$ cat src/rtl/rbd_pkg.sv
package rbd_pkg;

  localparam int unsigned DEPTH_DEF = 16;
  localparam int unsigned WIDTH_DEF = 32;
  localparam int unsigned FUNC_W    = 3;
  localparam int unsigned STATUS_W  = 2;

  typedef enum logic [FUNC_W-1:0] {
    FUNC_PUSH_FRONT = 3'd0,
    FUNC_PUSH_BACK  = 3'd1,
    FUNC_POP_FRONT  = 3'd2,
    FUNC_POP_BACK   = 3'd3,
    FUNC_PEEK       = 3'd4
  } func_e;

  typedef enum logic [STATUS_W-1:0] {
    STATUS_OK        = 2'd0,
    STATUS_OVERFLOW  = 2'd1,
    STATUS_UNDERFLOW = 2'd2
  } status_e;

  // Per-step decisions handed from the pointer logic to the top level.
  typedef struct packed {
    logic    we;
    logic    fwd_front;
    logic    fwd_back;
    logic    empty;
    status_e status;
  } step_flags_t;

endpackage

$ cat src/rtl/rbd_if.sv
interface rbd_req_if
  import rbd_pkg::*;
#(
  parameter int unsigned WIDTH = WIDTH_DEF
);
  logic              valid;
  logic              ready;
  logic [FUNC_W-1:0] func;
  logic [WIDTH-1:0]  value;

  modport source (output valid, output func, output value, input ready);
  modport sink   (input valid, input func, input value, output ready);
endinterface

interface rbd_rsp_if
  import rbd_pkg::*;
#(
  parameter int unsigned WIDTH = WIDTH_DEF,
  parameter int unsigned CW    = $clog2(DEPTH_DEF + 1)
);
  logic                valid;
  logic                ready;
  logic [WIDTH-1:0]    front_value;
  logic [WIDTH-1:0]    back_value;
  logic [CW-1:0]       count;
  logic                empty_res;
  logic [STATUS_W-1:0] status;

  modport source (output valid, output front_value, output back_value, output count,
                  output empty_res, output status, input ready);
  modport sink   (input valid, input front_value, input back_value, input count,
                  input empty_res, input status, output ready);
endinterface

$ cat src/rtl/ring_buffer_deque.sv
// Channel   Dir  Modport  Payload
// req_i     in   sink     func, value
// rsp_o     out  source   front_value, back_value, count, empty_res, status
//
// On accept the block updates head and count, writes the pushed entry and
// reads the new front and back entries into the RAM read register; once the
// output slot is free or being taken, the read data moves into the output
// register. No new request is taken while one waits in the RAM read register.
// Reset clears head, count and the handshake state; the store needs no clear.
// A result waiting in the output register does not block the next request;
// a second one parks in the RAM read register until the output drains.
module ring_buffer_deque
  import rbd_pkg::*;
#(
  parameter int unsigned DEPTH = DEPTH_DEF,
  parameter int unsigned WIDTH = WIDTH_DEF,
  localparam int unsigned AW   = $clog2(DEPTH),
  localparam int unsigned CW   = $clog2(DEPTH + 1)
) (
  input  logic  clk_i,
  input  logic  rst_ni,
  rbd_req_if.sink   req_i,
  rbd_rsp_if.source rsp_o
);

  // Pointer state.
  logic [AW-1:0] head_q;
  logic [CW-1:0] count_q;

  // Pending stage: a request whose RAM reads are in flight or parked.
  logic             pend_q;
  step_flags_t      flags_q;
  logic [WIDTH-1:0] wdata_q;
  logic [CW-1:0]    pcount_q;

  // Output register.
  logic                out_valid_q;
  logic [WIDTH-1:0]    front_q, back_q;
  logic [CW-1:0]       ocount_q;
  logic                oempty_q;
  logic [STATUS_W-1:0] ostatus_q;

  logic [AW-1:0]    head_d, waddr, raddr_front, raddr_back;
  logic [CW-1:0]    count_d;
  step_flags_t      flags_d;
  logic [WIDTH-1:0] rdata_front, rdata_back, front_d, back_d;
  logic             accept, drain;

  assign req_i.ready = !pend_q;
  assign accept      = req_i.valid && req_i.ready;
  // Move the pending result on when the output slot is free or being taken.
  assign drain       = pend_q && (!out_valid_q || rsp_o.ready);

  rbd_ctrl #(
    .DEPTH(DEPTH)
  ) u_ctrl (
    .head_i       (head_q),
    .count_i      (count_q),
    .func_i       (req_i.func),
    .head_o       (head_d),
    .count_o      (count_d),
    .waddr_o      (waddr),
    .raddr_front_o(raddr_front),
    .raddr_back_o (raddr_back),
    .flags_o      (flags_d)
  );

  rbd_ram #(
    .WIDTH(WIDTH),
    .DEPTH(DEPTH)
  ) u_ram (
    .clk_i    (clk_i),
    .we_i     (accept && flags_d.we),
    .waddr_i  (waddr),
    .wdata_i  (req_i.value),
    .re_i     (accept),
    .raddr_a_i(raddr_front),
    .raddr_b_i(raddr_back),
    .rdata_a_o(rdata_front),
    .rdata_b_o(rdata_back)
  );

  // Forward the pushed value over the stale RAM read; force zero when empty.
  always_comb begin
    priority if (flags_q.empty) begin
      front_d = '0;
      back_d  = '0;
    end else begin
      front_d = flags_q.fwd_front ? wdata_q : rdata_front;
      back_d  = flags_q.fwd_back  ? wdata_q : rdata_back;
    end
  end

  always_ff @(posedge clk_i or negedge rst_ni) begin
    if (!rst_ni) begin
      head_q      <= '0;
      count_q     <= '0;
      pend_q      <= 1'b0;
      out_valid_q <= 1'b0;
    end else begin
      if (accept) begin
        head_q  <= head_d;
        count_q <= count_d;
        pend_q  <= 1'b1;
      end else if (drain) begin
        pend_q  <= 1'b0;
      end
      if (drain) begin
        out_valid_q <= 1'b1;
      end else if (rsp_o.ready) begin
        out_valid_q <= 1'b0;
      end
    end
  end

  // Payload: capture on accept, advance on drain.
  always_ff @(posedge clk_i) begin
    if (accept) begin
      flags_q  <= flags_d;
      wdata_q  <= req_i.value;
      pcount_q <= count_d;
    end
    if (drain) begin
      front_q   <= front_d;
      back_q    <= back_d;
      ocount_q  <= pcount_q;
      oempty_q  <= flags_q.empty;
      ostatus_q <= flags_q.status;
    end
  end

  assign rsp_o.valid       = out_valid_q;
  assign rsp_o.front_value = front_q;
  assign rsp_o.back_value  = back_q;
  assign rsp_o.count       = ocount_q;
  assign rsp_o.empty_res   = oempty_q;
  assign rsp_o.status      = ostatus_q;

endmodule

$ cat src/rtl/rbd_ram.sv
module rbd_ram #(
  parameter int unsigned WIDTH = 32,
  parameter int unsigned DEPTH = 16,
  localparam int unsigned AW   = $clog2(DEPTH)
) (
  input  logic             clk_i,
  input  logic             we_i,
  input  logic [AW-1:0]    waddr_i,
  input  logic [WIDTH-1:0] wdata_i,
  input  logic             re_i,
  input  logic [AW-1:0]    raddr_a_i,
  input  logic [AW-1:0]    raddr_b_i,
  output logic [WIDTH-1:0] rdata_a_o,
  output logic [WIDTH-1:0] rdata_b_o
);

  logic [WIDTH-1:0] mem [DEPTH];

  // Reads return the old contents on an address collision; hold data when idle.
  always_ff @(posedge clk_i) begin
    if (re_i) begin
      rdata_a_o <= mem[raddr_a_i];
      rdata_b_o <= mem[raddr_b_i];
    end
    if (we_i) begin
      mem[waddr_i] <= wdata_i;
    end
  end

endmodule

$ cat src/rtl/rbd_ctrl.sv
module rbd_ctrl
  import rbd_pkg::*;
#(
  parameter int unsigned DEPTH = DEPTH_DEF,
  localparam int unsigned AW   = $clog2(DEPTH),
  localparam int unsigned CW   = $clog2(DEPTH + 1),
  localparam int unsigned SW   = AW + 1
) (
  input  logic [AW-1:0]     head_i,
  input  logic [CW-1:0]     count_i,
  input  logic [FUNC_W-1:0] func_i,
  output logic [AW-1:0]     head_o,
  output logic [CW-1:0]     count_o,
  output logic [AW-1:0]     waddr_o,
  output logic [AW-1:0]     raddr_front_o,
  output logic [AW-1:0]     raddr_back_o,
  output step_flags_t       flags_o
);

  logic          full, none;
  logic [AW-1:0] head_dec, head_inc, tail;
  logic [SW-1:0] tail_sum, back_sum;
  logic          we, fwd_front, fwd_back, empty;
  status_e       status;

  assign full = (count_i == CW'(DEPTH));
  assign none = (count_i == '0);

  assign head_dec = (head_i == '0) ? AW'(DEPTH - 1) : head_i - AW'(1);
  assign head_inc = (head_i == AW'(DEPTH - 1)) ? '0 : head_i + AW'(1);

  // Sum stays below twice the depth: one compare and subtract wraps it.
  assign tail_sum = SW'(head_i) + SW'(count_i);
  assign tail     = (tail_sum >= SW'(DEPTH)) ? AW'(tail_sum - SW'(DEPTH)) : AW'(tail_sum);

  always_comb begin
    head_o  = head_i;
    count_o = count_i;
    waddr_o = tail;
    we      = 1'b0;
    status  = STATUS_OK;
    unique case (func_i)
      FUNC_PUSH_FRONT: begin
        if (full) begin
          status = STATUS_OVERFLOW;
        end else begin
          head_o  = head_dec;
          waddr_o = head_dec;
          count_o = count_i + CW'(1);
          we      = 1'b1;
        end
      end
      FUNC_PUSH_BACK: begin
        if (full) begin
          status = STATUS_OVERFLOW;
        end else begin
          count_o = count_i + CW'(1);
          we      = 1'b1;
        end
      end
      FUNC_POP_FRONT: begin
        if (none) begin
          status = STATUS_UNDERFLOW;
        end else begin
          head_o  = head_inc;
          count_o = count_i - CW'(1);
        end
      end
      FUNC_POP_BACK: begin
        if (none) begin
          status = STATUS_UNDERFLOW;
        end else begin
          count_o = count_i - CW'(1);
        end
      end
      default: begin
      end
    endcase
  end

  // Back entry after the step; meaningless when the deque ends up empty.
  assign back_sum      = SW'(head_o) + SW'(count_o) - SW'(1);
  assign raddr_front_o = head_o;
  assign raddr_back_o  = (back_sum >= SW'(DEPTH)) ? AW'(back_sum - SW'(DEPTH))
                                                  : AW'(back_sum);

  // The entry just written is not yet visible at the RAM read port.
  assign fwd_front = we && (waddr_o == raddr_front_o);
  assign fwd_back  = we && (waddr_o == raddr_back_o);
  assign empty     = (count_o == '0);

  assign flags_o = '{we: we, fwd_front: fwd_front, fwd_back: fwd_back,
                     empty: empty, status: status};

endmodule
$ cat src/flat_wrapper.sv
// flat-port wrapper written by rule: the top's interface ports become plain ports
module ring_buffer_deque_flat import rbd_pkg::*;
#(
  parameter int unsigned DEPTH = DEPTH_DEF,
  parameter int unsigned WIDTH = WIDTH_DEF,
  localparam int unsigned AW   = $clog2(DEPTH),
  localparam int unsigned CW   = $clog2(DEPTH + 1)
)
  (clk_i, rst_ni, req_i_valid, req_i_func, req_i_value, req_i_ready, rsp_o_valid, rsp_o_front_value, rsp_o_back_value, rsp_o_count, rsp_o_empty_res, rsp_o_status, rsp_o_ready);
  rbd_req_if #(.WIDTH(WIDTH)) req_i_i ();
  rbd_rsp_if #(.WIDTH(WIDTH)) rsp_o_i ();
  input  logic clk_i;
  input  logic rst_ni;
  input wire logic [$bits(req_i_i.valid)-1:0] req_i_valid;
  input wire logic [$bits(req_i_i.func)-1:0] req_i_func;
  input wire logic [$bits(req_i_i.value)-1:0] req_i_value;
  output wire logic [$bits(req_i_i.ready)-1:0] req_i_ready;
  output wire logic [$bits(rsp_o_i.valid)-1:0] rsp_o_valid;
  output wire logic [$bits(rsp_o_i.front_value)-1:0] rsp_o_front_value;
  output wire logic [$bits(rsp_o_i.back_value)-1:0] rsp_o_back_value;
  output wire logic [$bits(rsp_o_i.count)-1:0] rsp_o_count;
  output wire logic [$bits(rsp_o_i.empty_res)-1:0] rsp_o_empty_res;
  output wire logic [$bits(rsp_o_i.status)-1:0] rsp_o_status;
  input wire logic [$bits(rsp_o_i.ready)-1:0] rsp_o_ready;
  assign req_i_i.valid = req_i_valid;
  assign req_i_i.func = req_i_func;
  assign req_i_i.value = req_i_value;
  assign req_i_ready = req_i_i.ready;
  assign rsp_o_valid = rsp_o_i.valid;
  assign rsp_o_front_value = rsp_o_i.front_value;
  assign rsp_o_back_value = rsp_o_i.back_value;
  assign rsp_o_count = rsp_o_i.count;
  assign rsp_o_empty_res = rsp_o_i.empty_res;
  assign rsp_o_status = rsp_o_i.status;
  assign rsp_o_i.ready = rsp_o_ready;
  ring_buffer_deque #(.DEPTH(DEPTH), .WIDTH(WIDTH)) u_core (.clk_i(clk_i), .rst_ni(rst_ni), .req_i(req_i_i), .rsp_o(rsp_o_i));
endmodule
$ cat config.mk
export PLATFORM = sky130hd
export DESIGN_NAME = ring_buffer_deque_flat
export DESIGN_NICKNAME = d
export VERILOG_FILES = /design/src/rtl/rbd_pkg.sv /design/src/rtl/rbd_if.sv /design/src/rtl/ring_buffer_deque.sv /design/src/rtl/rbd_ram.sv /design/src/rtl/rbd_ctrl.sv /design/src/flat_wrapper.sv
export SDC_FILE = /design/constraint.sdc
export NUM_CORES = 1
export LEC_CHECK = 0
export BUFFER_PORTS_ARGS = -buffer_cell sky130_fd_sc_hd__buf_2
export CORE_MARGIN = 3
export CORE_UTILIZATION = 30
export CTS_BUF_LIST = sky130_fd_sc_hd__clkbuf_8
export DETAILED_ROUTE_END_ITERATION = 16
export SYNTH_ARGS = -nofsm -noshare
export SYNTH_HDL_FRONTEND = slang
export SYNTH_SLANG_ARGS = --single-unit
$ cat constraint.sdc
create_clock -name clk_i -period 5 [get_ports clk_i]
set_clock_uncertainty 0.2 [all_clocks]
set_input_delay 1 -clock clk_i [delete_from_list [all_inputs] [get_ports clk_i]]
set_output_delay 1 -clock clk_i [all_outputs]
set_load 0.1 [all_outputs]
# After elaboration in Yosys (flattened, before gate mapping)
# Memories as Yosys holds them, arrays and structs flattened. A register that Yosys moved wholly into a read port is not among the register bits.
# Index checks and enable logic that the tools add are counted.
[word_totals]
regBits = 125
latchBits = 0
ram_bits = 512
rom_bits = 0
memories = 1
[mem_list]
columns = ["name", "depth", "width", "rd", "rd_ports_with_merged_regs", "wr", "line", "rtl"]
rows = [
  ["u_core.u_ram.mem", 16, 32, 2, 2, 1, "rbd_ram.sv:17", "logic [WIDTH-1:0] mem [DEPTH];"],
]
[classes]
n_addsub = 9
multipliers = 0
div = 0
n_lt_le_gt_ge = 2
eq_ne = 7
n_shift = 0
mux = 25
bitwise = 0
reduce_logical = 16
[op_table]
columns = ["operator", "n"]
rows = [
  ["$mux W32", 2],
  ["$mux W4", 8],
  ["$sub A4 B1 Y4 const B", 3],
  ["$add A4 B5 Y5", 2],
  ["$ge A5 B5 Y1 const B", 2],
  ["$logic_not A5 Y1", 2],
  ["$mux W5", 2],
  ["$pmux W5 S2", 1],
  ["$sub A5 B1 Y5 const B", 2],
  ["$mux W1", 9],
  ["$eq A4 B4 Y1", 2],
  ["$pmux W4 S2", 1],
  ["$eq A3 B2 Y1 const B", 2],
  ["$add A5 B1 Y5 const B", 1],
  ["$eq A5 B5 Y1 const B", 1],
  ["$logic_and A1 B1 Y1", 5],
  ["$add A4 B1 Y4 const B", 1],
  ["$eq A4 B4 Y1 const B", 1],
  ["$logic_not A4 Y1", 1],
  ["$pmux W2 S2", 1],
  ["$reduce_bool A2 Y1", 2],
  ["$reduce_or A2 Y1", 2],
  ["$eq A3 B1 Y1 const B", 1],
  ["$logic_not A3 Y1", 1],
  ["3 further kinds", 4],
]

# Longest topological paths before layout
[logic_depth]
depth_word = 10
mapped_depth = 23

# By module
# A second synthesis with hierarchy kept.
[unflattened]
hier_cells = 1568
area_unflattened_um2 = 30798.3
[modules_own_cells]
columns = ["mod", "instances", "cells_each", "area_per_inst_um2", "seq_area_each_um2"]
rows = [
  ["rbd_ram", 1, 1141, 24827.6, 17296.6],
  ["ring_buffer_deque", 1, 285, 4888.4, 3698.5],
  ["rbd_ctrl", 1, 142, 1082.3, 0.0],
]

# Least setup slack after synthesis
# No wires, ideal clock.
[synth_timing]
kind = "input to register"
startpoint = "in req_i_func[1]"
endpoint = "reg u_core.u_ram.rdata_b_o[12], read port of u_core.u_ram.mem, data pin"
setup_ps = 279
t_arrival_ps = 4751
required_time_ps = 4521
path_slack_ps = -229
path_stages = 16
n_path_buf = 5
cell_sequence = "clkbuf_1 -> nor3_1 -> o21ai_0 -> o21a_1 -> buf_2 -> nand2_4 -> buf_2 -> clkinv_1 -> ha_1 -> inv_1 -> ha_1 -> buf_1 -> clkbuf_1 -> mux4_2 -> mux2i_1 -> mux2i_1"
[synth_between]
elab_chain_cells = 7
word_cells_on_any_way = 13
classes_between = "3 x add/sub; 1 x order compare; 3 x eq/ne; 3 x mux; 3 x reduce/logical"
[synth_lines]
columns = ["item", "line", "rtl"]
rows = [
  ["from (decl)", "flat_wrapper.sv:15", "input wire logic [$bits(req_i_i.func)-1:0] req_i_func;"],
  ["$eq A3 B2 Y1 (tied with other cells)", "rbd_ctrl.sv:42", "unique case (func_i)"],
  ["$reduce_or A2 Y1 (no source line)", "-", ""],
  ["$pmux W5 S2", "rbd_ctrl.sv:42", ""],
  ["$add A4 B5 Y5 *", "rbd_ctrl.sv:82", "assign back_sum = SW'(head_o) + SW'(count_o) - SW'(1);"],
  ["$sub A5 B1 Y5 *", "rbd_ctrl.sv:82", ""],
  ["$sub A4 B1 Y4 or $ge A5 B5 Y1 (tied branches)", "rbd_ctrl.sv:84", "assign raddr_back_o = (back_sum >= SW'(DEPTH)) ? AW'(back_sum - SW'(DEPTH))"],
  ["$mux W4 *", "rbd_ctrl.sv:84", ""],
  ["to (decl)", "rbd_ram.sv:14", "output logic [WIDTH-1:0] rdata_b_o"],
]
# Every way passes the cells marked *; elsewhere a longest branch is shown, timed or not.
# A chain may end at the register's enable or synchronous reset.

# Worst setup path in the final report
[layout_timing]
startpoint = "reg u_core.count_q[1]"
endpoint = "reg u_core.u_ram.rdata_a_o[9], read port of u_core.u_ram.mem, data pin"
[layout_between]
elab_chain_cells = 3
word_cells_on_any_way = 5
classes_between = "1 x eq/ne; 3 x mux; 1 x reduce/logical"
[layout_lines]
columns = ["item", "line", "rtl"]
rows = [
  ["from (decl)", "ring_buffer_deque.sv:28", "logic [CW-1:0] count_q;"],
  ["from (signal assigned)", "ring_buffer_deque.sv:103", "count_q <= count_d;"],
  ["$eq A5 B5 Y1 or $logic_not A5 Y1 (tied branches)", "rbd_ctrl.sv:26, rbd_ctrl.sv:27", ""],
  ["$mux W4, on equally long branches", "rbd_ctrl.sv:44, rbd_ctrl.sv:62", ""],
  ["$pmux W4 S2 *", "rbd_ctrl.sv:42", ""],
  ["to (decl)", "rbd_ram.sv:13", "output logic [WIDTH-1:0] rdata_a_o,"],
]
# Marks and branches as above.

==> results_dict.tcl <==
set metrics [dict create \
    post-place-cells 3492 \
    place_hpwl_mm 53.3 \
    synth.area.mux_share_pct 19.2 \
    clkLatencyLatePin_ps 760 \
    hp-class "flip-flop to flip-flop" \
    whs_ps 214 \
    synth_compound_area_share_pct 4.88 \
    grt_usage_pct 16.1 \
    vias 20125 \
    slew_headroom_pct 23.6 \
    multi_input_area_mm2 0.0108 \
    first_iter_violations 1879 \
    die_w_um 335 \
    r2r_end "u_core.u_ram.rdata_a_o[9]" \
    antenna_found_initial 7 \
    worstSetupPathType "flip-flop to flip-flop" \
    final_common_cell "edfxtp_1" \
    start_kind "flip-flop" \
    required_ps 5380 \
    wire_per_inst_um 24.9 \
    yosys.area_share.adder_pct 0.586 \
    dieArea_mm2 0.112 \
    crit_fanout 82 \
    status "finished clean" \
    gp_congestion 0.835 \
    fmax_mhz 216 \
    num-nets-final 2257 \
    synth_edf_count 690 \
    finalWirelength_mm 92.1 \
    htreeDepth 3 \
    grt_max_degree 118 \
    ctsLongestPathBuffers 3 \
    hold_viol_final 0 \
    first_pass_iters 5 \
    synthArstFlopShare_pct 1.57 \
    worstSetupStartpoint "u_core.count_q[1]" \
    ys_ff_latch 701 \
    finalSetupTns_ps 0 \
    synth-xor-area-share_pct 0.486 \
    cts_tree "built" \
    numPortBuffers 112 \
    grt_pass1_vias 21185 \
    ys_types 65 \
    grt_pass1_wl_mm 136 \
    end_kind "flip-flop" \
    netlist.area_leader.share_pct 63.9 \
    ff_latch_area_mm2 0.0210 \
    synthTopCellsByArea "edfxtp_1 64%, mux4_2 8.9%, mux2i_1 8.5%" \
    ctsResizeCount 0 \
    rr_startpoint "u_core.count_q[1]" \
    critPathArrivalTime_ps 5000 \
    synth_area_mm2 0.0324 \
    io_pins 113 \
    reg2reg_depth 11 \
    initial_core_util_pct 30.3 \
    hold_end "u_core.rsp_o.count[3]" \
    synth_nets 2117 \
    rsz0062_at_grt "no" \
    avgSynthCellArea_um2 15.7 \
    root_buffer "clkbuf_8" \
    ys.flop_type "edfxtp_1" \
    holdPathStages 0 \
    fin_cells 3704 \
    slew_violations 0 \
    synthCells 2064 \
    worst_slack_ps 375 \
    synth_top_family_by_area "multiplexers" \
    setup_viol 0 \
    design.core.area_mm2 0.107 \
    drv_cap 0 \
    fillers 10273 \
    ys_seq_area_share_pct 64.7 \
    cts_buffers 112 \
    syn2layout_area_growth_pct 14.9 \
    layout_worst_path_cycle_share_pct 92.5 \
    die_h_um 335 \
    num_rows 120 \
    drive_gt1_share_pct 25.3 \
    ff2ff_setup_slack_ps 370 \
    worst_pin_slew_ps 1150 \
    drcViolationCount 0 \
    cts_num_sinks 701 \
    antenna_left 0 \
    ys_warn_count 0 \
    min-delay-start "u_core.pcount_q[3]" \
    fin_crit_ps 4630 \
    grt-ovfl-total 0 \
    synth-simple-area-share_pct 7.47 \
    viasPerCell 5.43 \
    dp_slack_ps 139 \
    layout_common_cells "690 x edfxtp_1, 275 x mux2i_1, 132 x nand4_1" \
    clk_pin_slew_ps 60 \
    yosysTopAreaCell "edfxtp_1" \
]
==> layout make-up <==
| cell class | count | area share (%) |
|---|---|---|
| sequential | 701 | 56.3 |
| multi-input combinational | 1172 | 29.0 |
| tap | 1403 | 4.71 |
| clock buffer | 114 | 4.21 |
| timing repair buffer | 199 | 4.10 |
| clock inverter | 92 | 1.51 |
| inverter | 18 | 0.191 |
| antenna | 5 | 0.0335 |
==> through the flow <==
| step | instance area [um^2] | utilization (%) |
|---|---|---|
| 2_1_floorplan | 32400 | - |
| 3_3_place_gp | 35100 | 32.8 |
| 3_5_place_dp | 35100 | 32.8 |
| 4_1_cts | 37300 | 34.8 |
| 5_1_grt | 37300 | 34.8 |
| 6_report | 37300 | 34.8 |
==> synth_stat cells (all sizes together), types with 38 or more instances <==
cell,number
edfxtp,690
mux2i,276
o21ai,139
nand4,132
mux4,128
nand3,109
clkbuf,102
nor2,94
buf,71
mux2,52
nand2,41
and3,39
a211oi,38
==> registers in the layout, summed over array words and instances, names as in the netlist <==
| signal | count |
|---|---|
| u_core.rsp_o.empty_res | 1 |
| u_core.rsp_o.status | 2 |
| u_core.u_ram.mem | 512 |
| u_core.u_ram.rdata_b_o | 32 |
| u_core.count_q | 5 |
| u_core.flags_q | 5 |
| u_core.rsp_o.front_value | 32 |
| u_core.rsp_o.back_value | 32 |
| u_core.rsp_o.valid | 1 |
| u_core.wdata_q | 32 |
| u_core.rsp_o.count | 5 |
| u_core.pcount_q | 5 |
| u_core.pend_q | 1 |
| u_core.u_ram.rdata_a_o | 32 |
| u_core.head_q | 4 |
==> timing repair <==
item | CTS | global route
buffers inserted | 0 | 0
endpoints found under the hold margin | 11 | 0
hold buffers | 1 | 0
==> worst max-delay path by stage <==
stage,end,slack (ps),depth (start not counted)
after floorplan,u_core.u_ram.rdata_b_o[19],40,16
after global placement,u_core.u_ram.rdata_b_o[31],210,18
after detailed placement,u_core.u_ram.rdata_b_o[24],140,18
after CTS,u_core.u_ram.rdata_b_o[24],370,19
after global routing,u_core.u_ram.rdata_a_o[9],100,11
final,u_core.u_ram.rdata_a_o[9],370,11
==> worst max-delay path, stage by stage (launching register included) <==
cell       delay (ps)
dfrtp_1           370
inv_1             120
ha_1              200
nand4bb_1         410
o21ai_0           600
o21a_4            250
buf_4             560
buf_4             830
and3_1            260
a211oi_1           60
o21ai_0           200
and4_1            340
==> routing by layer <==
layer  global-route usage (%)  vias up  part of all wire (%)
met3                     2.79      209                   7.0
met1                     19.9    10371                    40
met4                     6.66        2                   3.5
li1                         -     8639                     -
met2                     27.9      904                    50
met5                        0        -                 0.014
==> kinds of logic after synthesis <==
logic type	Yosys count
multiplexers	456
AND/OR/NAND/NOR	453
adder cells (fa/ha/maj)	14
buffers and inverters	191
AO/OA/AOI/OAI	231
flip-flops	701
XOR/XNOR	18
Power is left out: the tool's default activity adds up to more than one toggle a clock period on the data nets, which glitch-free logic cannot reach.
